==> config.mk <==
export PLATFORM = sky130hd
export DESIGN_NAME = lzsswd_front
export DESIGN_NICKNAME = d
export VERILOG_FILES = /design/src/lzsswd_pkg.sv /design/src/lzsswd_front.sv
export SDC_FILE = /design/constraint.sdc
export NUM_CORES = 1
export LEC_CHECK = 0
export ABC_AREA = 0
export BUFFER_PORTS_ARGS = -buffer_cell sky130_fd_sc_hd__buf_2
export CAP_MARGIN = 10
export CELL_PAD_IN_SITES_DETAIL_PLACEMENT = 1
export CELL_PAD_IN_SITES_GLOBAL_PLACEMENT = 1
export CORE_UTILIZATION = 26
export DETAILED_ROUTE_END_ITERATION = 8
export GPL_ROUTABILITY_DRIVEN = 0
export PLACE_DENSITY = 0.61
export SYNTH_ARGS = -nofsm -noshare
export SYNTH_HDL_FRONTEND = slang
export SYNTH_SLANG_ARGS = --single-unit
export TNS_END_PERCENT = 30
==> constraint.sdc <==
create_clock -name clk_i -period 5.6 [get_ports clk_i]
set_input_delay 0.56 -clock clk_i [delete_from_list [all_inputs] [get_ports clk_i]]
set_output_delay 0.56 -clock clk_i [all_outputs]
set_load 0.02 [all_outputs]
==> src/lzsswd_pkg.sv <==
`default_nettype none

package lzsswd_pkg;

  localparam int unsigned WindowBytesDefault = 4096;
  localparam int unsigned QueueDepthDefault  = 2;

  localparam int unsigned LimitW = 24;
  localparam int unsigned DistW  = 13;
  localparam int unsigned LenW   = 5;

  localparam logic [LimitW-1:0] LimitReset = 24'd64000;
  localparam logic [3:0]        FlagPosEmpty = 4'd8;
  localparam logic [LenW-1:0]   LenBias = 5'd2;

  // Index of each flag inside the result tuser word.
  localparam int unsigned UserByteValid = 0;
  localparam int unsigned UserBadDist   = 1;
  localparam int unsigned UserFrameDone = 2;
  localparam int unsigned UserW         = 3;

  typedef enum logic [1:0] {
    OP_LITERAL = 2'd0,
    OP_COPY    = 2'd1,
    OP_MARK    = 2'd2
  } op_kind_e;

  // One unit of work for the back end.
  typedef struct packed {
    op_kind_e          kind;
    logic [7:0]        lit;
    logic [DistW-1:0]  offset;
    logic [LenW-1:0]   len;
    logic              bad;
    logic              frame_end;
  } op_t;

endpackage

`default_nettype wire

==> src/lzsswd_front.sv <==
`default_nettype none

module lzsswd_front (
  input  wire logic                       clk_i,
  input  wire logic                       rst_ni,
  input  wire logic                       s_tvalid_i,
  output logic                            s_tready_o,
  input  wire logic [7:0]                 s_tdata_i,
  input  wire logic                       s_tlast_i,
  input  wire logic                       cfg_valid_i,
  output logic                            cfg_ready_o,
  input  wire logic [lzsswd_pkg::LimitW-1:0] cfg_data_i,
  input  wire logic                       q_full_i,
  output logic                            q_push_o,
  output lzsswd_pkg::op_t                 q_op_o
);
  import lzsswd_pkg::*;

  logic [LimitW-1:0] limit_q, count_q, count_d;
  logic [7:0]        flag_bits_q, flag_bits_d;
  logic [3:0]        flag_pos_q, flag_pos_d;
  logic [7:0]        pending_q, pending_d;
  logic              await_q, await_d;
  logic              stopped_q, stopped_d;

  logic              accept;
  logic              op_valid;
  logic [LimitW:0]   room_w;
  logic [LimitW-1:0] room;
  logic              stop_now;
  logic [15:0]       cmd;
  logic [DistW-1:0]  offset;
  logic [LenW-1:0]   len_full;
  logic [LenW-1:0]   len_clip;

  assign s_tready_o  = !q_full_i;
  assign cfg_ready_o = 1'b1;
  assign accept      = s_tvalid_i && !q_full_i;

  // Room left before the limit; a borrow means the limit was lowered below the count.
  assign room_w   = {1'b0, limit_q} - {1'b0, count_q};
  assign room     = room_w[LimitW-1:0];
  assign stop_now = stopped_q || room_w[LimitW] || (room_w == '0);

  assign cmd      = {s_tdata_i, pending_q};
  assign offset   = {1'b0, cmd[15:4]} + DistW'(1);
  assign len_full = {1'b0, cmd[3:0]} + LenBias;
  assign len_clip = (room < LimitW'(len_full)) ? room[LenW-1:0] : len_full;

  always_comb begin
    count_d     = count_q;
    flag_bits_d = flag_bits_q;
    flag_pos_d  = flag_pos_q;
    pending_d   = pending_q;
    await_d     = await_q;
    stopped_d   = stop_now;
    op_valid    = 1'b0;
    q_op_o      = '{kind: OP_MARK, lit: s_tdata_i, offset: offset, len: len_clip,
                    bad: 1'b0, frame_end: s_tlast_i};

    if (!stop_now) begin
      if (flag_pos_q[3]) begin
        flag_bits_d = s_tdata_i;
        flag_pos_d  = '0;
      end else if (await_q) begin
        await_d = 1'b0;
        if (count_q < LimitW'(offset)) begin
          q_op_o.bad = 1'b1;
          op_valid   = 1'b1;
          stopped_d  = 1'b1;
        end else begin
          q_op_o.kind = OP_COPY;
          op_valid    = 1'b1;
          count_d     = count_q + LimitW'(len_clip);
          stopped_d   = (room <= LimitW'(len_full));
          flag_pos_d  = flag_pos_q + 4'd1;
        end
      end else if (flag_bits_q[flag_pos_q[2:0]]) begin
        q_op_o.kind = OP_LITERAL;
        op_valid    = 1'b1;
        count_d     = count_q + LimitW'(1);
        stopped_d   = (room == LimitW'(1));
        flag_pos_d  = flag_pos_q + 4'd1;
      end else begin
        pending_d = s_tdata_i;
        await_d   = 1'b1;
      end
    end

    // A frame end always leaves one result, even when nothing was decoded.
    q_push_o = accept && (op_valid || s_tlast_i);
  end

  always_ff @(posedge clk_i or negedge rst_ni) begin
    if (!rst_ni) begin
      limit_q     <= LimitReset;
      count_q     <= '0;
      flag_bits_q <= '0;
      flag_pos_q  <= FlagPosEmpty;
      pending_q   <= '0;
      await_q     <= 1'b0;
      stopped_q   <= 1'b0;
    end else begin
      if (cfg_valid_i) begin
        limit_q <= cfg_data_i;
      end
      if (accept) begin
        if (s_tlast_i) begin
          count_q     <= '0;
          flag_bits_q <= '0;
          flag_pos_q  <= FlagPosEmpty;
          pending_q   <= '0;
          await_q     <= 1'b0;
          stopped_q   <= 1'b0;
        end else begin
          count_q     <= count_d;
          flag_bits_q <= flag_bits_d;
          flag_pos_q  <= flag_pos_d;
          pending_q   <= pending_d;
          await_q     <= await_d;
          stopped_q   <= stopped_d;
        end
      end
    end
  end

endmodule

`default_nettype wire

Word level (Yosys, flattened, before mapping) --
Index checks and enable logic that the tools add are counted.
Word-level totals: register bits 70, bits in latches 0, bits in writable memories 0, bits in read-only memories 0, bits of input ports 38, output and inout port bits 33, memories 0
Operators by class: add/sub/neg operators 6, multipliers 0, divide/modulo/power cells 0, order comparisons 4, eq/ne operators 7, shift operators 0, multiplexer cells 47, bitwise gates (word level) 0, reductions and logical operators 16
Operators with widths (number):
- $mux W24 | 6
- $mux W8 | 8
- $logic_not A25 Y1 | 1
- $sub A24 B24 Y25 | 1
- $add A24 B1 Y24 const B | 1
- $add A24 B5 Y24 | 1
- $eq A24 B1 Y1 const B | 1
- $le A24 B5 Y1 | 1
- $lt A24 B13 Y1 | 1
- $lt A24 B5 Y1 | 1
- $mux W4 | 6
- $mux W1 | 20
- $add A12 B1 Y13 const B | 1
- $mux W2 | 5
- $reduce_and A5 Y1 | 2
- $ne A2 B2 Y1 const B | 4
- $reduce_and A3 Y1 | 2
- $add A4 B2 Y5 const B | 1
- $mux W5 | 1
- $add A4 B1 Y4 const B | 1
- $lt A3 B4 Y1 const B | 1
- $ne A4 B4 Y1 const B | 1
- $reduce_and A4 Y1 | 1
- $reduce_bool A4 Y1 | 1
- other kinds (8) | 11

Depth between registers and ports, before layout --
depth after elaboration 9, mapped depth 25, mapped depth without buffers 25

Least setup slack after synthesis --
No wires, ideal clock.
path kind reg-to-reg, start register count_q[4], end register count_q[19], data arrival time 5.491 ns, required time 5.513 ns, path slack 0.022 ns, stages on the path, launching flop included 22, path buffers 0, cells stage by stage dfrtp_1 -> inv_1 -> ha_1 -> a21o_1 -> a21oi_1 -> a21boi_2 -> o41ai_2 -> mux2_1 -> a211oi_1 -> nand3_1 -> nor3_4 -> mux2_1 -> and2_1 -> ha_1 -> a21oi_1 -> o21bai_1 -> a21oi_1 -> or4_1 -> nor3_1 -> nand3_1 -> or4_1 -> a22oi_1
RTL lines:
- start, declared | line lzsswd_front.sv:19 | logic [LimitW-1:0] limit_q, count_q, count_d;
- start signal, assigned | line lzsswd_front.sv:116 | count_q <= count_d;

Final worst setup path --
start register limit_q[12], end register count_q[23]
Between the ends: cells in the longest elaborated chain, start to end 9, elaborated cells on any way between the ends 14
RTL lines:
- start, declared | line lzsswd_front.sv:19
- start signal, assigned | line lzsswd_front.sv:96 | limit_q <= LimitReset;
- start signal, assigned | line lzsswd_front.sv:105 | limit_q <= cfg_data_i;
- $sub A24 B24 Y25 * | line lzsswd_front.sv:41 | assign room_w = {1'b0, limit_q} - {1'b0, count_q};
- $lt A24 B5 Y1 | line lzsswd_front.sv:48 | assign len_clip = (room < LimitW'(len_full)) ? room[LenW-1:0] : len_full;
- $mux W5 | line lzsswd_front.sv:48
- $add A24 B5 Y24 | line lzsswd_front.sv:74 | count_d = count_q + LimitW'(len_clip);
- $mux W24 | line lzsswd_front.sv:67 | if (count_q < LimitW'(offset)) begin
- $mux W24 | line lzsswd_front.sv:65 | end else if (await_q) begin
- $mux W24 | line lzsswd_front.sv:62 | if (flag_pos_q[3]) begin
- $mux W24 | line lzsswd_front.sv:61 | if (!stop_now) begin
- $mux W24 | line lzsswd_front.sv:108 | if (s_tlast_i) begin
Mark *: on every way between the ends. The rest lies on a longest branch, timed or not. The select of a mux whose other input is x is not followed. A chain may end at the register's enable or synchronous reset.

==> impl_metrics.env <==
export IMPL_status="finished clean"
export IMPL_cts_buffers=9
export IMPL_viasPerCell=5.24
export IMPL_yosys_area_share_simple_pct=19.7
export IMPL_dp_cells=1167
export IMPL_max_freq_ghz=0.184
export IMPL_grt_usage_pct=18.0
export IMPL_ys_flop_type="dfrtp_1"
export IMPL_synth_compound_area_share_pct=25.9
export IMPL_cpLargestDelayFamily="simple AND/OR/NAND/NOR gates"
export IMPL_htreeDepth=3
export IMPL_clock_latency_ns=0.37
export IMPL_critical_path_arrival_ns=5.73
export IMPL_r2r_setup_slack_ns=0.15
export IMPL_crit_path_max_fanout=7
export IMPL_nNetsFinal=961
export IMPL_cts_tree="built"
export IMPL_grt_pass1_vias=6282
export IMPL_routed_wl_um=23100
export IMPL_r2r_start="limit_q[12]"
export IMPL_holdBufCountCts=0
export IMPL_use_met2_pct=28.5
export IMPL_synth_top_family_by_area="compound AO/OA/AOI/OAI gates"
export IMPL_dpl_hpwl_um=17100
export IMPL_dr_first_iter_drc_count=355
export IMPL_dieArea_um2=25300
export IMPL_setup_tns_ns=0
export IMPL_tightest_slew_ns=0.977
export IMPL_cp_slowest_stage_delay_ns=0.57
export IMPL_rr_worst_depth=25
export IMPL_diodes=0
export IMPL_slew_viol_final=0
export IMPL_finalCriticalPeriod_ns=5.45
export IMPL_grt_met3_usage_pct=2.71
export IMPL_setup_violations_final=0
export IMPL_busiest_layer="met2"
export IMPL_drc=0
export IMPL_cp_slowest_cell="dfstp_2"
export IMPL_hold_violations=0
export IMPL_critPathRequiredTime_ns=5.89
export IMPL_layout_drive_gt1_share_pct=34.2
export IMPL_port_buffers=69
export IMPL_synth_area_leader_cell="dfrtp_1"
export IMPL_final_area_um2=8350
export IMPL_ant_nets=0
export IMPL_initial_core_util_pct=26.5
export IMPL_synthMuxAreaShare_pct=6.73
export IMPL_postPlaceCellArea_um2=7500
export IMPL_path_common_cell="a21oi_2"
export IMPL_p_leak_nw=3.53
export IMPL_clk_pin_slew_ns=0.07
export IMPL_grt_max_degree=71
export IMPL_worst_clock_skew_ns=0.0202
export IMPL_num_io_pins=71
export IMPL_avgSynthCellArea_um2=8.67
export IMPL_grt_first_pass_wirelength_um=35900
export IMPL_overflow=0
export IMPL_syn_inst=740
export IMPL_synth_xor_xnor_area_share_pct=2.59
export IMPL_row_count=57
export IMPL_whs_ns=0.355
export IMPL_worst_path_buf_inv=4
export IMPL_yosys_warnings=0
export IMPL_clkSinkCount=70
export IMPL_max_slew_margin_pct=34.9
export IMPL_path_depth=25
export IMPL_rsz0062_at_grt="yes"
export IMPL_syn_nets=829
export IMPL_path_class="register to register"
export IMPL_use_met1_pct=25.7
export IMPL_utilization_pct=34.5
export IMPL_synth_distinct_cells=86
export IMPL_cts_root_buf="clkbuf_16"
export IMPL_antenna_found_initial=0
export IMPL_stdcell_count=1201
export IMPL_ys_ff_latch=70
export IMPL_core_um2=24200
export IMPL_power_density_nw_per_um2=300
export IMPL_clockBufferDepth=2
export IMPL_synth_area_top_cells="dfrtp_1 (25%), ha_1 (9.6%), mux2_2 (4.0%)"
export IMPL_ir_drop_v=0.000125
export IMPL_synth_edff_count=0
export IMPL_worstReg2RegEnd="count_q[23]"
export IMPL_routed_via_count=6292
export IMPL_cap_viol_max_count=0
export IMPL_fp_dieH_um=159
export IMPL_start_kind="register"
export IMPL_ys_top_cells_by_count="dfrtp_1 (63), inv_1 (63), nand2_1 (61), ha_1 (49), nand3_1 (38)"
export IMPL_area_growth_pct=30.2
export IMPL_end_kind="register"
export IMPL_drt_pass1_iter_count=4
export IMPL_synth_adder_area_share_pct=10.2
export IMPL_synth_seq_area_share_pct=27.4
export IMPL_hold_path_class="input port to asynchronous set/reset pin"
export IMPL_routedWlPerCell_um=19.2
export IMPL_postSynth_asyncResetShare_pct=100
export IMPL_synth_top_area_share_pct=24.6
export IMPL_min_period_over_period_pct=97.3
export IMPL_fp_dieW_um=159
export IMPL_synth_area_um2=6420
## worst reg2reg max path: stages, from the launching register on
cell and delay [ns]:
dfstp_2 0.57, ha_4 0.24, a21oi_4 0.16, buf_4 0.13
buf_4 0.11, o211ai_1 0.13, xnor2_1 0.24, o21a_1 0.20
o2111ai_4 0.11, a2111oi_4 0.45, nand3_4 0.13, nor3_4 0.20
buf_6 0.16, mux2i_2 0.23, and2_4 0.18, ha_1 0.12
a21o_1 0.12, a21oi_2 0.07, o21bai_2 0.17, a21oi_2 0.09
or4_4 0.51, nor3_4 0.14, buf_6 0.12, nand4_1 0.11
or4_4 0.57, a21oi_2 0.13
## cells by family after synthesis
kind of cell               Yosys count
and+or+nand+nor                    234
AOI/OAI and AO/OA                  223
buffers and inverters              105
DFF                                 70
adders and majority gates           51
muxes                               37
xor gates and xnor gates            19
other                                1
## sequential cells by signal (all words and copies together), names as in the netlist
name,count
count_q,24
await_q,1
limit_q,24
flag_bits_q,8
flag_pos_q,4
pending_q,8
stopped_q,1
## routing by layer
layer  vias to the layer above  part of all wire, %
li1                       3038                    -
met1                      3122                   49
met2                       112                   47
met3                        20                  3.4
met4                         0                  1.2
met5                         -                    0
## layout make-up
| type | instances | area, µm² |
|---|---|---|
| fillers | 2884 | 15900 |
| multi-input cells | 565 | 4600 |
| flip-flops and latches | 70 | 1760 |
| repair buffers | 163 | 1060 |
| well taps | 324 | 405 |
| inverters | 63 | 236 |
| clock buffers | 9 | 225 |
| clock inverters | 7 | 62.6 |
## through the flow
step | setup WS, ns | power (mW)
floorplan | 0.0218 | 1.37
global placement | -0.0691 | 1.76
detailed placement | -0.136 | 1.77
CTS | 0.0115 | 2.38
global route | -0.0843 | 2.67
finish | 0.153 | 2.50
## cell usage in the layout (no fill, tap or decap), types with 6 or more instances in the layout
master and count:
a211oi_1 9, a21o_1 14, a21oi_1 25, a21oi_2 10
and2_1 12, and3_1 7, and4_1 6, buf_2 68
buf_4 92, clkbuf_16 9, dfrtp_1 63, dfstp_2 7
ha_1 35, ha_4 10, inv_1 54, inv_2 9
mux2_2 23, mux2i_1 7, nand2_1 61, nand2b_1 6
nand3_1 36, nand4_1 12, nor2_1 31, nor3_1 9
nor4_1 12, o211ai_1 21, o21a_1 14, o21ai_0 28
o21ai_1 10, o311ai_1 12, or4_1 9, xnor2_1 14
## repair_timing
item | in CTS | in global routing
setup endpoints to repair | 7 | 11
pin swaps | 5 | 19
resized for setup | 11 | 83
gates cloned | 0 | 0
setup buffers | 0 | 18
endpoints found under the hold margin | 0 | 0
## worst max-delay path by stage
stage                 from     endpoint  slack [ns]
2_1_floorplan   count_q[4]  count_q[19]        0.02
3_3_place_gp   count_q[10]  count_q[19]       -0.07
3_5_place_dp    count_q[8]  count_q[23]       -0.14
4_1_cts         count_q[0]  count_q[23]        0.01
5_1_grt        count_q[16]  count_q[23]       -0.08
6_report       limit_q[12]  count_q[23]        0.15
## power breakdown
part,total [mW],switching (mW),leakage (nW),internal (mW)
clock,0.596,0.285,0.139,0.311
combinational,1.24,0.714,2.55,0.529
sequential,0.665,0.0780,0.849,0.587
total,2.50,1.08,3.53,1.43
No activity file was read; power rests on OpenSTA's default activity.
