==> config.mk <==
export PLATFORM = sky130hd
export DESIGN_NAME = lzsswd_queue
export DESIGN_NICKNAME = d
export VERILOG_FILES = /design/src/lzsswd_pkg.sv /design/src/lzsswd_queue.sv
export SDC_FILE = /design/constraint.sdc
export NUM_CORES = 1
export LEC_CHECK = 0
export BUFFER_PORTS_ARGS = -buffer_cell sky130_fd_sc_hd__buf_2
export CORE_MARGIN = 4
export CORE_UTILIZATION = 40
export CTS_CLUSTER_DIAMETER = 120
export DETAILED_ROUTE_END_ITERATION = 8
export PLACE_DENSITY = 0.75
export RECOVER_POWER = 100
export SLEW_MARGIN = 20
export SYNTH_ARGS = -nofsm -noshare
export SYNTH_HDL_FRONTEND = slang
export SYNTH_SLANG_ARGS = --single-unit
==> constraint.sdc <==
create_clock -name clk_i -period 5.2 [get_ports clk_i]
set_input_delay 0.52 -clock clk_i [delete_from_list [all_inputs] [get_ports clk_i]]
set_output_delay 0.52 -clock clk_i [all_outputs]
set_load 0.03 [all_outputs]
==> src/lzsswd_pkg.sv <==
`default_nettype none

package lzsswd_pkg;

  localparam int unsigned WindowBytesDefault = 4096;
  localparam int unsigned QueueDepthDefault  = 2;

  localparam int unsigned LimitW = 24;
  localparam int unsigned DistW  = 13;
  localparam int unsigned LenW   = 5;

  localparam logic [LimitW-1:0] LimitReset = 24'd64000;
  localparam logic [3:0]        FlagPosEmpty = 4'd8;
  localparam logic [LenW-1:0]   LenBias = 5'd2;

  // Index of each flag inside the result tuser word.
  localparam int unsigned UserByteValid = 0;
  localparam int unsigned UserBadDist   = 1;
  localparam int unsigned UserFrameDone = 2;
  localparam int unsigned UserW         = 3;

  typedef enum logic [1:0] {
    OP_LITERAL = 2'd0,
    OP_COPY    = 2'd1,
    OP_MARK    = 2'd2
  } op_kind_e;

  // One unit of work for the back end.
  typedef struct packed {
    op_kind_e          kind;
    logic [7:0]        lit;
    logic [DistW-1:0]  offset;
    logic [LenW-1:0]   len;
    logic              bad;
    logic              frame_end;
  } op_t;

endpackage

`default_nettype wire

==> src/lzsswd_queue.sv <==
`default_nettype none

module lzsswd_queue #(
  parameter int unsigned DEPTH = 2
) (
  input  wire logic            clk_i,
  input  wire logic            rst_ni,
  input  wire logic            push_i,
  input  wire lzsswd_pkg::op_t push_op_i,
  output logic                 full_o,
  input  wire logic            pop_i,
  output lzsswd_pkg::op_t      head_op_o,
  output logic                 empty_o
);
  import lzsswd_pkg::*;

  localparam int unsigned PtrW = (DEPTH > 1) ? $clog2(DEPTH) : 1;
  localparam int unsigned CntW = $clog2(DEPTH + 1);

  op_t             entry_q [DEPTH];
  logic [PtrW-1:0] wr_ptr_q, rd_ptr_q;
  logic [CntW-1:0] fill_q;

  assign full_o    = (fill_q == CntW'(DEPTH));
  assign empty_o   = (fill_q == '0);
  assign head_op_o = entry_q[rd_ptr_q];

  always_ff @(posedge clk_i) begin
    if (push_i) begin
      entry_q[wr_ptr_q] <= push_op_i;
    end
  end

  always_ff @(posedge clk_i or negedge rst_ni) begin
    if (!rst_ni) begin
      wr_ptr_q <= '0;
      rd_ptr_q <= '0;
      fill_q   <= '0;
    end else begin
      if (push_i) begin
        wr_ptr_q <= (wr_ptr_q == PtrW'(DEPTH - 1)) ? '0 : wr_ptr_q + PtrW'(1);
      end
      if (pop_i) begin
        rd_ptr_q <= (rd_ptr_q == PtrW'(DEPTH - 1)) ? '0 : rd_ptr_q + PtrW'(1);
      end
      if (push_i && !pop_i) begin
        fill_q <= fill_q + CntW'(1);
      end else if (pop_i && !push_i) begin
        fill_q <= fill_q - CntW'(1);
      end
    end
  end

endmodule

`default_nettype wire

**Word-level counts from Yosys, hierarchy flattened**

Memory sizes are Yosys's and may differ from the RTL's.
Index checks and enable logic that the tools add are counted.
Widths: inputs -> output; s select.

- Equality and inequality tests: 1
- Reduce and logical (&&, ||, !) cells: 6
- $add $sub $neg: 4
- Muxes and demuxes: 6

Operators by type and width:

| operator | number |
|---|---|
| $mux 1 | 4 |
| $mux 2 | 2 |
| $add 1x1->1 const B | 2 |
| $add 2x1->2 const B | 1 |
| $eq 2x2->1 const B | 1 |
| $logic_and 1x1->1 | 2 |
| $logic_not 1->1 | 2 |
| $logic_not 2->1 | 1 |
| $reduce_bool 2->1 | 1 |
| $sub 2x1->2 const B | 1 |

- Word-level logic and storage cells: 21
- Output and inout port bits: 32
- RAM bits: 60
- Bits in registers: 4
- Memories: 1
- Bits of input ports: 34

Memory list:

| name | words | width | rd ports | clocked after memory_dff | write ports | line | text |
|---|---|---|---|---|---|---|---|
| entry_q | 2 | 30 | 1 | 0 | 1 | lzsswd_queue.sv:20 | `op_t entry_q [DEPTH];` |

**Logic depth before layout (Yosys ltp)**

Gate-level depths: netlist (run 1).

- Depth in word-level cells: 4
- Depth in mapped cells: 5
- Gate-level depth less buffers: 5

**Least setup slack after synthesis (run 1)**

Ideal clock, no wire load.

- Path kind: input -> register
- From: input push_i
- To: memory entry_q[0][0] (netlist name) (enable)
- Library setup time: 0.421 ns
- Data required time: 4.779 ns
- Path buffers: 0
- Stages on the path: 1
- Data arrival time: 1.882 ns
- Setup slack: 2.897 ns
- Cell sequence: nor2b_1

- Longest elaborated chain between the ends: 2

RTL lines:

| item | line | text |
|---|---|---|
| from (decl) | lzsswd_queue.sv:8 | `input wire logic push_i,` |
| $mux 1 | lzsswd_queue.sv:29 | `if (push_i) begin` |
| $mux 1 (not written as such) | lzsswd_queue.sv:30 | `entry_q[wr_ptr_q] <= push_op_i;` |
| to (decl) | lzsswd_queue.sv:20 |  |

No other way between the ends.

==> results.toml, run 1 <==
[timing]
finalSetupViolations = 0
max_freq_mhz = 336
min_period_ns = 2.97
rsz0062_at_grt = "no"
fin_worst_skew_ns = 0.00570
fin_setup_tns_ns = 0
maxSlewViolCount = 62
fin_crit_sh_pct = 57.2
worstMarginPinSlew_ns = 2.65
timing.hold.ws_ns = 0.381
relSlewSlack_pct = -76.7
hold_violations = 0

[layout]
syn_to_final_growth_pct = 22.8
fin_util_pct = 51.7
nets = 220
drive_gt1_share_pct = 31.9
antennaDiodeCount = 0

[clock_network]
insertion_delay_ns = 0.32
root_buffer = "clkbuf_8"
cts_max_level = 3
cts.sinks = 64
clkSlewWorstSetupHoldPaths_ns = 0.06
cts_tree = "yes"
post_cts_resize_count = 0
cts_buffer_depth = 2
cts_made_buffers = 9
cts_post_setup_buffers_inserted = 0

[hold_path]
whs_path_depth = 1
hp-class = "in2reg"
hp-start = "push_op_i[6]"
whs_endpoint = "entry_q[0][6]"

[placed_design]
dp_hpwl_um = 2610
finalWeightedCongestion = 0.657
portBuffers = 65

[critical_path]
r2r_cells = 1
r2r_end = "entry_q[0][20]"
path_cells = "clkbuf_1, mux2_2, clkbuf_1"
cp.arrival_ns = 2.45
cp.required_ns = 4.68
cpMaxStageDelayCell = "clkbuf_1"
reg2reg_slack_ns = 2.38
crit_fanout = 19
cp_common_cell = "clkbuf_1"
cp_slowest_stage_delay_ns = 0.81
critPathLaunchType = "register"
crit_type = "reg2out"
r2r-start = "wr_ptr_q"
end_kind = "output port"

[die]
die_area_mm2 = 0.00719
initial_utilization_pct = 42.1
fp.dieH_um = 84.8
core_area_mm2 = 0.00561
row_count = 27
die_w_um = 84.8
io_pins = 66

[run]
maxCapViolations = 2

[drt]
drc_errors = 0
postRouteAntennaNets = 0
totalWireLength_um = 3880
via_per_inst = 4.60
first_pass_iters = 3
wl_per_cell_um = 14.9
num_vias = 1197
drtIter0Drc = 65

[status]
status = "finished with violations"
failed_checks = "max-capacitance violations, max-slew violations"

[synth]
yosys.area_share.simple_pct = 1.11
synth_compound_gate_area_share_pct = 0
synth_top_area_share_pct = 76.4
muxShareOfSynthArea_pct = 14.3
syn_inst = 109
seq_area_frac_synth_pct = 80.6
synthTopCellsByCount = "60 x edfxtp_1, 30 x mux2_2, 4 x dfrtp_1, 4 x xor2_1, 3 x buf_6"
ys_types = 11
synth_area_per_cell_um2 = 21.6
synth.most_common_cell = "edfxtp_1"
synth_top_family_by_area = "multiplexers"
synthesis.nets = 144
synth_fa_ha_area_share_pct = 0.530
synthXorXnorAreaFrac_pct = 1.86
synth_ff_type = "edfxtp_1"
syn-cell-area_mm2 = 0.00236
ys_seq_elements = 64
ys_warn_count = 0
synth_top_area_cell = "edfxtp_1"
async_reset_ff_share_pct = 6.25
synth_enable_flop_cells = 60
synthTopCellsByArea = "edfxtp_1 76%, mux2_2 14%, dfrtp_1 4.2%"

[power]
swShare_pct = 34.4
comb_power_share_pct = 32.0
internal_power_mw = 1.13
power_frac_seq_pct = 43.1
clkPwrFrac_pct = 24.9
worst_ir_drop_vdd_uv = 243
power_per_cell_area_mw_per_mm2 = 593
power_leakage_nw = 1.01
p_switching_mw = 0.591

[global_routing]
antenna_found_initial = 0
grt_max_degree = 31
grt_pass1_vias = 1294
track_usage_pct = 11.7
grt_pass1_wl_um = 6240
grt-ovfl-total = 0
## how the worst max path moves through the flow
stage	start	to	slack [ns]	cells after the start
6_report	rd_ptr_q	head_op_o[25]	2.23	3
5_1_grt	rd_ptr_q	head_op_o[14]	1.99	3
4_1_cts	rd_ptr_q	head_op_o[9]	2.67	3
3_5_place_dp	rd_ptr_q	head_op_o[9]	3.03	3
3_3_place_gp	rd_ptr_q	head_op_o[29]	3.06	3
2_1_floorplan	push_i	entry_q[0][0]	2.90	1
## timing repair
item	in CTS	in global routing
hold endpoints to repair	4	0
setup endpoints to repair	0	0
hold buffers	1	0
## registers in the layout, indices dropped and copies added (netlist names)
signal	count
entry_q	60
fill_q	2
rd_ptr_q	1
wr_ptr_q	1
## power groups by stage
stage                     logic (mW)  clock network [mW]  registers [mW]
after floorplan                0.466                   0           0.727
after global placement         0.590                   0           0.744
after detailed placement       0.591                   0           0.752
after CTS                      0.594               0.441           0.741
after global routing           0.587               0.464           0.756
final                          0.549               0.427           0.741
## through the flow
step,area [um2],std cells,setup WS (ns),power (mW)
after floorplan,2360,109,2.90,1.19
after global placement,2760,245,3.06,1.33
after detailed placement,2760,245,3.03,1.34
after CTS,2970,260,2.67,1.78
after global routing,2900,260,1.99,1.81
final,2900,260,2.23,1.72
## critical path: cells and delay by family, from the launching register on
family / cells / cell delay, ns
muxes: 1 / 0.43
buffers and inverters: 2 / 1.02
DFF: 1 / 0.67
## cell type report
cell class,instances,area (um2)
Clock inverter,5,73.8
Inverter,1,3.75
Fill cell,517,2710
Clock buffer,9,124
Tap cell,72,90.1
Timing Repair Buffer,68,284
Sequential cell,64,1900
Multi-Input combinational cell,41,420
## cells by family after synthesis
group,count (synthesis)
adder cells (fa/ha/maj),1
XOR/XNOR,5
multiplexers,30
buffers and inverters,4
flip-flops,64
AND/OR/NAND/NOR,5
## layer usage
layer | vias to the layer above | global-route usage [%] | share of wire [%] | wire (um)
li1 | 573 | - | - | -
met1 | 574 | 13.2 | 40 | 1570
met2 | 42 | 19.3 | 51 | 1990
met3 | 8 | 3.93 | 6.0 | 232
met4 | 0 | 6.47 | 2.4 | 93
met5 | - | 0 | 0 | 0
## cell usage in the layout, fill, tap and decap left out, drive strengths merged
cell	instances
edfxtp	60
clkbuf	58
mux2	30
buf	18
xor2	4
dfrtp	4
clkinv	3
nor2	2
nor2b	2
bufinv	2
inv	1
and2	1
xnor2	1
ha	1
dlygate4sd3	1
Note: power is estimated with default switching activity, not from simulation.
==> inputs of run 2 (changes only) <==
--- a/config.mk
+++ b/config.mk
@@ -10,7 +10,7 @@
 export CORE_UTILIZATION = 40
 export CTS_CLUSTER_DIAMETER = 120
 export DETAILED_ROUTE_END_ITERATION = 8
-export PLACE_DENSITY = 0.75
+export PLACE_DENSITY = 0.77
 export RECOVER_POWER = 100
 export SLEW_MARGIN = 20
 export SYNTH_ARGS = -nofsm -noshare
==> constraint.sdc (replaced) <==
create_clock -name clk_i -period 2.5 [get_ports clk_i]
set_input_delay 0.25 -clock clk_i [delete_from_list [all_inputs] [get_ports clk_i]]
set_output_delay 0.25 -clock clk_i [all_outputs]
set_load 0.03 [all_outputs]
==> run 2 against run 1 <==
Compared with the run above: the run now ends clean; wire length increased by 0.88%; design area decreased by 0.78%; die area unchanged; sequential cell count unchanged; count of clock-buffer cells in the layout unchanged; critical path type is now reg2reg; largest power group unchanged.
==> results.toml, run 2 (synthesis gave the netlist of run 1 again) <==
[layout]
top_register = "entry_q"
finalInstanceArea_mm2 = 0.00288
antennaDiodeCount = 0
nets = 221
final_cell_mix = "60 x edfxtp_1, 51 x clkbuf_1, 29 x mux2_2, 15 x buf_2, 9 x clkbuf_8"
largest_reg_flops = 60
syn_to_final_growth_pct = 21.8
reg_top3 = "entry_q: 60 flops, fill_q: 2 flops"
finalNonFillerCells = 263
final_common_cell = "edfxtp_1"
fin_util_pct = 51.3
drive_gt1_share_pct = 32.5

[drt]
wl_per_cell_um = 14.9
via_per_inst = 4.65
postRouteAntennaNets = 0
totalWireLength_um = 3910
drtIter0Drc = 41
drc_errors = 0
first_pass_iters = 3
num_vias = 1222

[placed_design]
dp_hpwl_um = 2630
placed_cell_area_mm2 = 0.00278
place_inst = 246
place_ws_ns = 0.974
portBuffers = 65
finalWeightedCongestion = 0.679

[clock_network]
post_cts_resize_count = 0
clkSlewWorstSetupHoldPaths_ns = 0.07
cts_tree = "yes"
cts_max_level = 3
root_buffer = "clkbuf_8"
cts.sinks = 64
cts_made_buffers = 9
cts_buffer_depth = 2
insertion_delay_ns = 0.33
cts_post_setup_buffers_inserted = 0

[die]
die_w_um = 84.8
fp.dieH_um = 84.8
io_pins = 66
row_count = 27
die_area_mm2 = 0.00719
initial_utilization_pct = 42.1
core_area_mm2 = 0.00561

[critical_path]
crit_type = "reg2reg"
cp.required_ns = 2.44
reg2reg_slack_ns = 0.51
end_kind = "register"
crit_fanout = 19
critPathLaunchType = "register"
cp.arrival_ns = 1.93

[timing]
layout_setup_ws_ns = 0.512
rsz0062_at_grt = "no"
finalSetupViolations = 0
worstMarginPinSlew_ns = 1.04
maxSlewViolCount = 0
fin_crit_sh_pct = 79.5
min_period_ns = 1.99
hold_violations = 0
max_freq_mhz = 503
relSlewSlack_pct = 30.8
timing.hold.ws_ns = 0.111
fin_worst_skew_ns = 0.00651
fin_setup_tns_ns = 0

[hold_path]
hp-class = "in2reg"

[power]
power_per_cell_area_mw_per_mm2 = 1180
power_leakage_nw = 0.991
total_power_mw = 3.41
worst_ir_drop_vdd_uv = 488

[global_routing]
grt_pass1_vias = 1351
grt-ovfl-total = 0
grt_pass1_wl_um = 6440
grt_max_degree = 32
track_usage_pct = 12.1
antenna_found_initial = 0

[run]
maxCapViolations = 0

[status]
status = "complete, no violations"
==> run 2: changes by cell type in the layout (fill, tap and decap cells not counted), moves of 2 or more <==
cell	delta
clkinv_2	+2
clkbuf_1	+2
buf_2	-3
clkinvlp_4	+2
bufinv_16	-2
==> run 2: worst paths after layout <==
check,start,endpoint,depth (start not counted)
setup / recovery,wr_ptr_q,entry_q[0][21],2
hold / removal,push_op_i[5],entry_q[1][5],1
setup reg to reg,wr_ptr_q,entry_q[0][21],2
hold reg to reg,fill_q[1],fill_q[1],1
max in group asynchronous,rst_ni,rd_ptr_q,2
min in group asynchronous,rst_ni,wr_ptr_q,2
==> run 2: cell type report <==
cell class | count | area, um2
Inverter | 1 | 3.75
Tap cell | 72 | 90.1
Multi-Input combinational cell | 41 | 428
Clock inverter | 7 | 38.8
Timing Repair Buffer | 69 | 289
Clock buffer | 9 | 124
Fill cell | 515 | 2730
Sequential cell | 64 | 1900
==> run 2: power by group <==
group	internal [mW]	leakage, nW	switching (mW)
clock network	0.348	0.0822	0.366
logic	0.366	0.299	0.831
registers	1.43	0.610	0.0651
total	2.15	0.991	1.26
==> run 2: what timing repair did <==
action | in CTS | in global routing
hold endpoints to repair | 4 | 0
endpoints found under the setup margin | 0 | 0
hold buffers | 1 | 0
==> run 2: worst max-delay path: stages, from the launching register on <==
cell      delay [ns]
dfrtp_1         0.42
nor2b_4         0.36
clkbuf_1        0.82
==> run 2: per-layer routing <==
metal	GRT usage, %	part of all wire (%)	vias up	wire (um)
li1	-	-	576	-
met1	13.2	40	590	1550
met2	19.9	50	49	1970
met3	5.89	8.1	7	318
met4	5.61	2.0	0	78
met5	0	0	-	0
==> inputs of run 3 (changes only) <==
--- a/config.mk
+++ b/config.mk
@@ -5,12 +5,13 @@
 export SDC_FILE = /design/constraint.sdc
 export NUM_CORES = 1
 export LEC_CHECK = 0
+export ABC_AREA = 1
 export BUFFER_PORTS_ARGS = -buffer_cell sky130_fd_sc_hd__buf_2
 export CORE_MARGIN = 4
 export CORE_UTILIZATION = 40
 export CTS_CLUSTER_DIAMETER = 120
 export DETAILED_ROUTE_END_ITERATION = 8
-export PLACE_DENSITY = 0.77
+export PLACE_DENSITY = 0.75
 export RECOVER_POWER = 100
 export SLEW_MARGIN = 20
 export SYNTH_ARGS = -nofsm -noshare
==> constraint.sdc (replaced) <==
create_clock -name clk_i -period 1.95 [get_ports clk_i]
set_input_delay 0.195 -clock clk_i [delete_from_list [all_inputs] [get_ports clk_i]]
set_output_delay 0.195 -clock clk_i [all_outputs]
set_load 0.03 [all_outputs]
==> run 3 against run 2 <==
Compared with the run above: via count is 2.7% higher; total power is 37% higher; highest routed layer unchanged; critical endpoint is now head_op_o[18]; clock power is 61% higher; register-to-register slack worse by 0.18 ns; worst hold slack worse by 0.057 ns; critical path depth is 1 higher; utilization is 1.3 points higher; clock skew is 0.0019 ns lower.
==> results.toml, run 3 <==
[status]
status = "complete, no violations"

[drt]
via_per_inst = 4.60
totalWireLength_um = 4070
postRouteAntennaNets = 0
drtIter0Drc = 43
wl_per_cell_um = 14.9
first_pass_iters = 4
num_vias = 1255
drc_errors = 0

[synth]
synthesis.nets = 153
seq_area_frac_synth_pct = 79.9
ys_warn_count = 0
ys_seq_elements = 64
synth.most_common_cell = "edfxtp_1"
synth_top_area_cell = "edfxtp_1"
synth_ff_type = "edfxtp_1"
synth_area_per_cell_um2 = 20.2
syn-cell-area_mm2 = 0.00238
synth_top_area_share_pct = 75.7
ys_types = 12
syn_inst = 118
async_reset_ff_share_pct = 6.25
synthTopCellsByArea = "edfxtp_1 76%, mux2_2 14%, dfrtp_1 4.2%"
synth_enable_flop_cells = 60
synthTopCellsByCount = "60 x edfxtp_1, 30 x mux2_2, 7 x inv_1"

[hold_path]
hp-class = "in2reg"
whs_endpoint = "entry_q[0][13]"
whs_path_depth = 1
hp-start = "push_op_i[13]"

[critical_path]
crit_fanout = 24
end_kind = "output port"
reg2reg_slack_ns = 0.33
cp.arrival_ns = 1.61
cp.required_ns = 1.75
r2r_cells = 3
crit_type = "reg2out"
r2r-start = "wr_ptr_q"
r2r_end = "entry_q[1][23]"
critPathLaunchType = "register"

[layout]
final_cell_mix = "60 x edfxtp_1, 31 x clkbuf_1, 30 x mux2_2, 22 x clkbuf_2, 16 x buf_2"
nets = 232
reg_top3 = "entry_q: 60 flops, fill_q: 2 flops"
antennaDiodeCount = 0
drive_gt1_share_pct = 40.8
top_register = "entry_q"
syn_to_final_growth_pct = 24.6
final_common_cell = "edfxtp_1"
largest_reg_flops = 60

[timing]
fin_crit_sh_pct = 92.4
finalSetupViolations = 0
fin_worst_skew_ns = 0.00463
relSlewSlack_pct = 59.6
hold_violations = 0
max_freq_mhz = 555
min_period_ns = 1.80
layout_setup_ws_ns = 0.148
rsz0062_at_grt = "no"
fin_setup_tns_ns = 0
maxSlewViolCount = 0
worstMarginPinSlew_ns = 0.605

[placed_design]
place_ws_ns = 0.530
finalWeightedCongestion = 0.717
dp_hpwl_um = 2740
portBuffers = 65

[clock_network]
cts_buffer_depth = 2
cts_tree = "yes"
insertion_delay_ns = 0.33
cts_made_buffers = 9
clkSlewWorstSetupHoldPaths_ns = 0.07
cts.sinks = 64
root_buffer = "clkbuf_8"
post_cts_resize_count = 0
cts_max_level = 3

[die]
die_w_um = 85.1
io_pins = 66
die_area_mm2 = 0.00725
row_count = 27
fp.dieH_um = 85.1
initial_utilization_pct = 42.2
core_area_mm2 = 0.00564

[global_routing]
grt_max_degree = 25
grt-ovfl-total = 0
track_usage_pct = 12.3
grt_pass1_vias = 1309
antenna_found_initial = 0
grt_pass1_wl_um = 6490

[run]
maxCapViolations = 0

[power]
power_per_cell_area_mw_per_mm2 = 1580
power_leakage_nw = 1.11
worst_ir_drop_vdd_uv = 638
total_power_mw = 4.67
run 3: cell types whose count changed after synthesis:
cell | before | now
nor2b_1 | 2 | 0
nor2_1 | 2 | 3
xor2_1 | 4 | 2
nand3_1 | 0 | 1
inv_1 | 1 | 7
nand2_1 | 0 | 5
and2_1 | 1 | 0
nand4_1 | 0 | 1
run 3: layer usage:
metal  global-route usage [%]  share of wire, %  up-vias
met5                        0                 0        -
met4                     6.04               1.2        0
met3                     5.92               6.9        6
met2                     19.3                49       45
met1                     14.0                43      601
li1                         -                 -      603
run 3: worst max path at each step:
stage	end	cells after the start	slack (ns)	start
5_1_grt	head_op_o[14]	3	0.05	rd_ptr_q
3_5_place_dp	head_op_o[2]	3	0.53	rd_ptr_q
3_3_place_gp	head_op_o[12]	3	0.54	rd_ptr_q
2_1_floorplan	entry_q[0][0]	1	0.34	wr_ptr_q
4_1_cts	head_op_o[2]	3	0.16	rd_ptr_q
6_report	head_op_o[18]	3	0.15	rd_ptr_q
run 3: worst max-delay path: stages, from the launching register on:
cell and delay, ns:
dfrtp_1 0.34, clkbuf_4 0.35, mux2_2 0.39, clkbuf_2 0.19
run 3: where the power goes:
| part | internal (mW) | switching, mW |
|---|---|---|
| combinational | 0.533 | 1.07 |
| sequential | 1.83 | 0.0808 |
| clock | 0.702 | 0.451 |
| total | 3.07 | 1.61 |
run 3: metrics by stage:
stage / hold slack, ns / std cells / instance area (um2) / util, %
after detailed placement: 0.0107 / 257 / 2810 / 49.9
after floorplan: -0.101 / 118 / 2380 / -
after CTS: 0.0317 / 273 / 3020 / 53.6
final: 0.0537 / 273 / 2960 / 52.5
after global routing: 0.0171 / 273 / 2960 / 52.5
after global placement: 0.00710 / 257 / 2810 / 49.9
run 3: cell type report:
type / count / area (um2)
clock inverters: 5 / 72.6
multi-input cells: 44 / 418
fillers: 479 / 2680
well taps: 72 / 90.1
inverters: 7 / 26.3
repair buffers: 71 / 328
clock buffers: 10 / 128
flip-flops and latches: 64 / 1900
run 3: cells by family (layout without fill, tap and decap cells):
group | Yosys count | in the layout | share of synthesized area [%]
mux | 30 | 30 | 14.2
xor+xnor | 3 | 3 | 1.10
simple gates | 10 | 10 | 1.74
fa+ha+maj | 1 | 1 | 0.526
buf+inv | 10 | 93 | 2.52
flops | 64 | 64 | 79.9
run 3: timing repair:
| item | CTS | global route |
|---|---|---|
| setup endpoints to repair | 0 | 0 |
| hold buffers | 1 | 0 |
| buffers inserted | 0 | 0 |
| endpoints found under the hold margin | 4 | 0 |
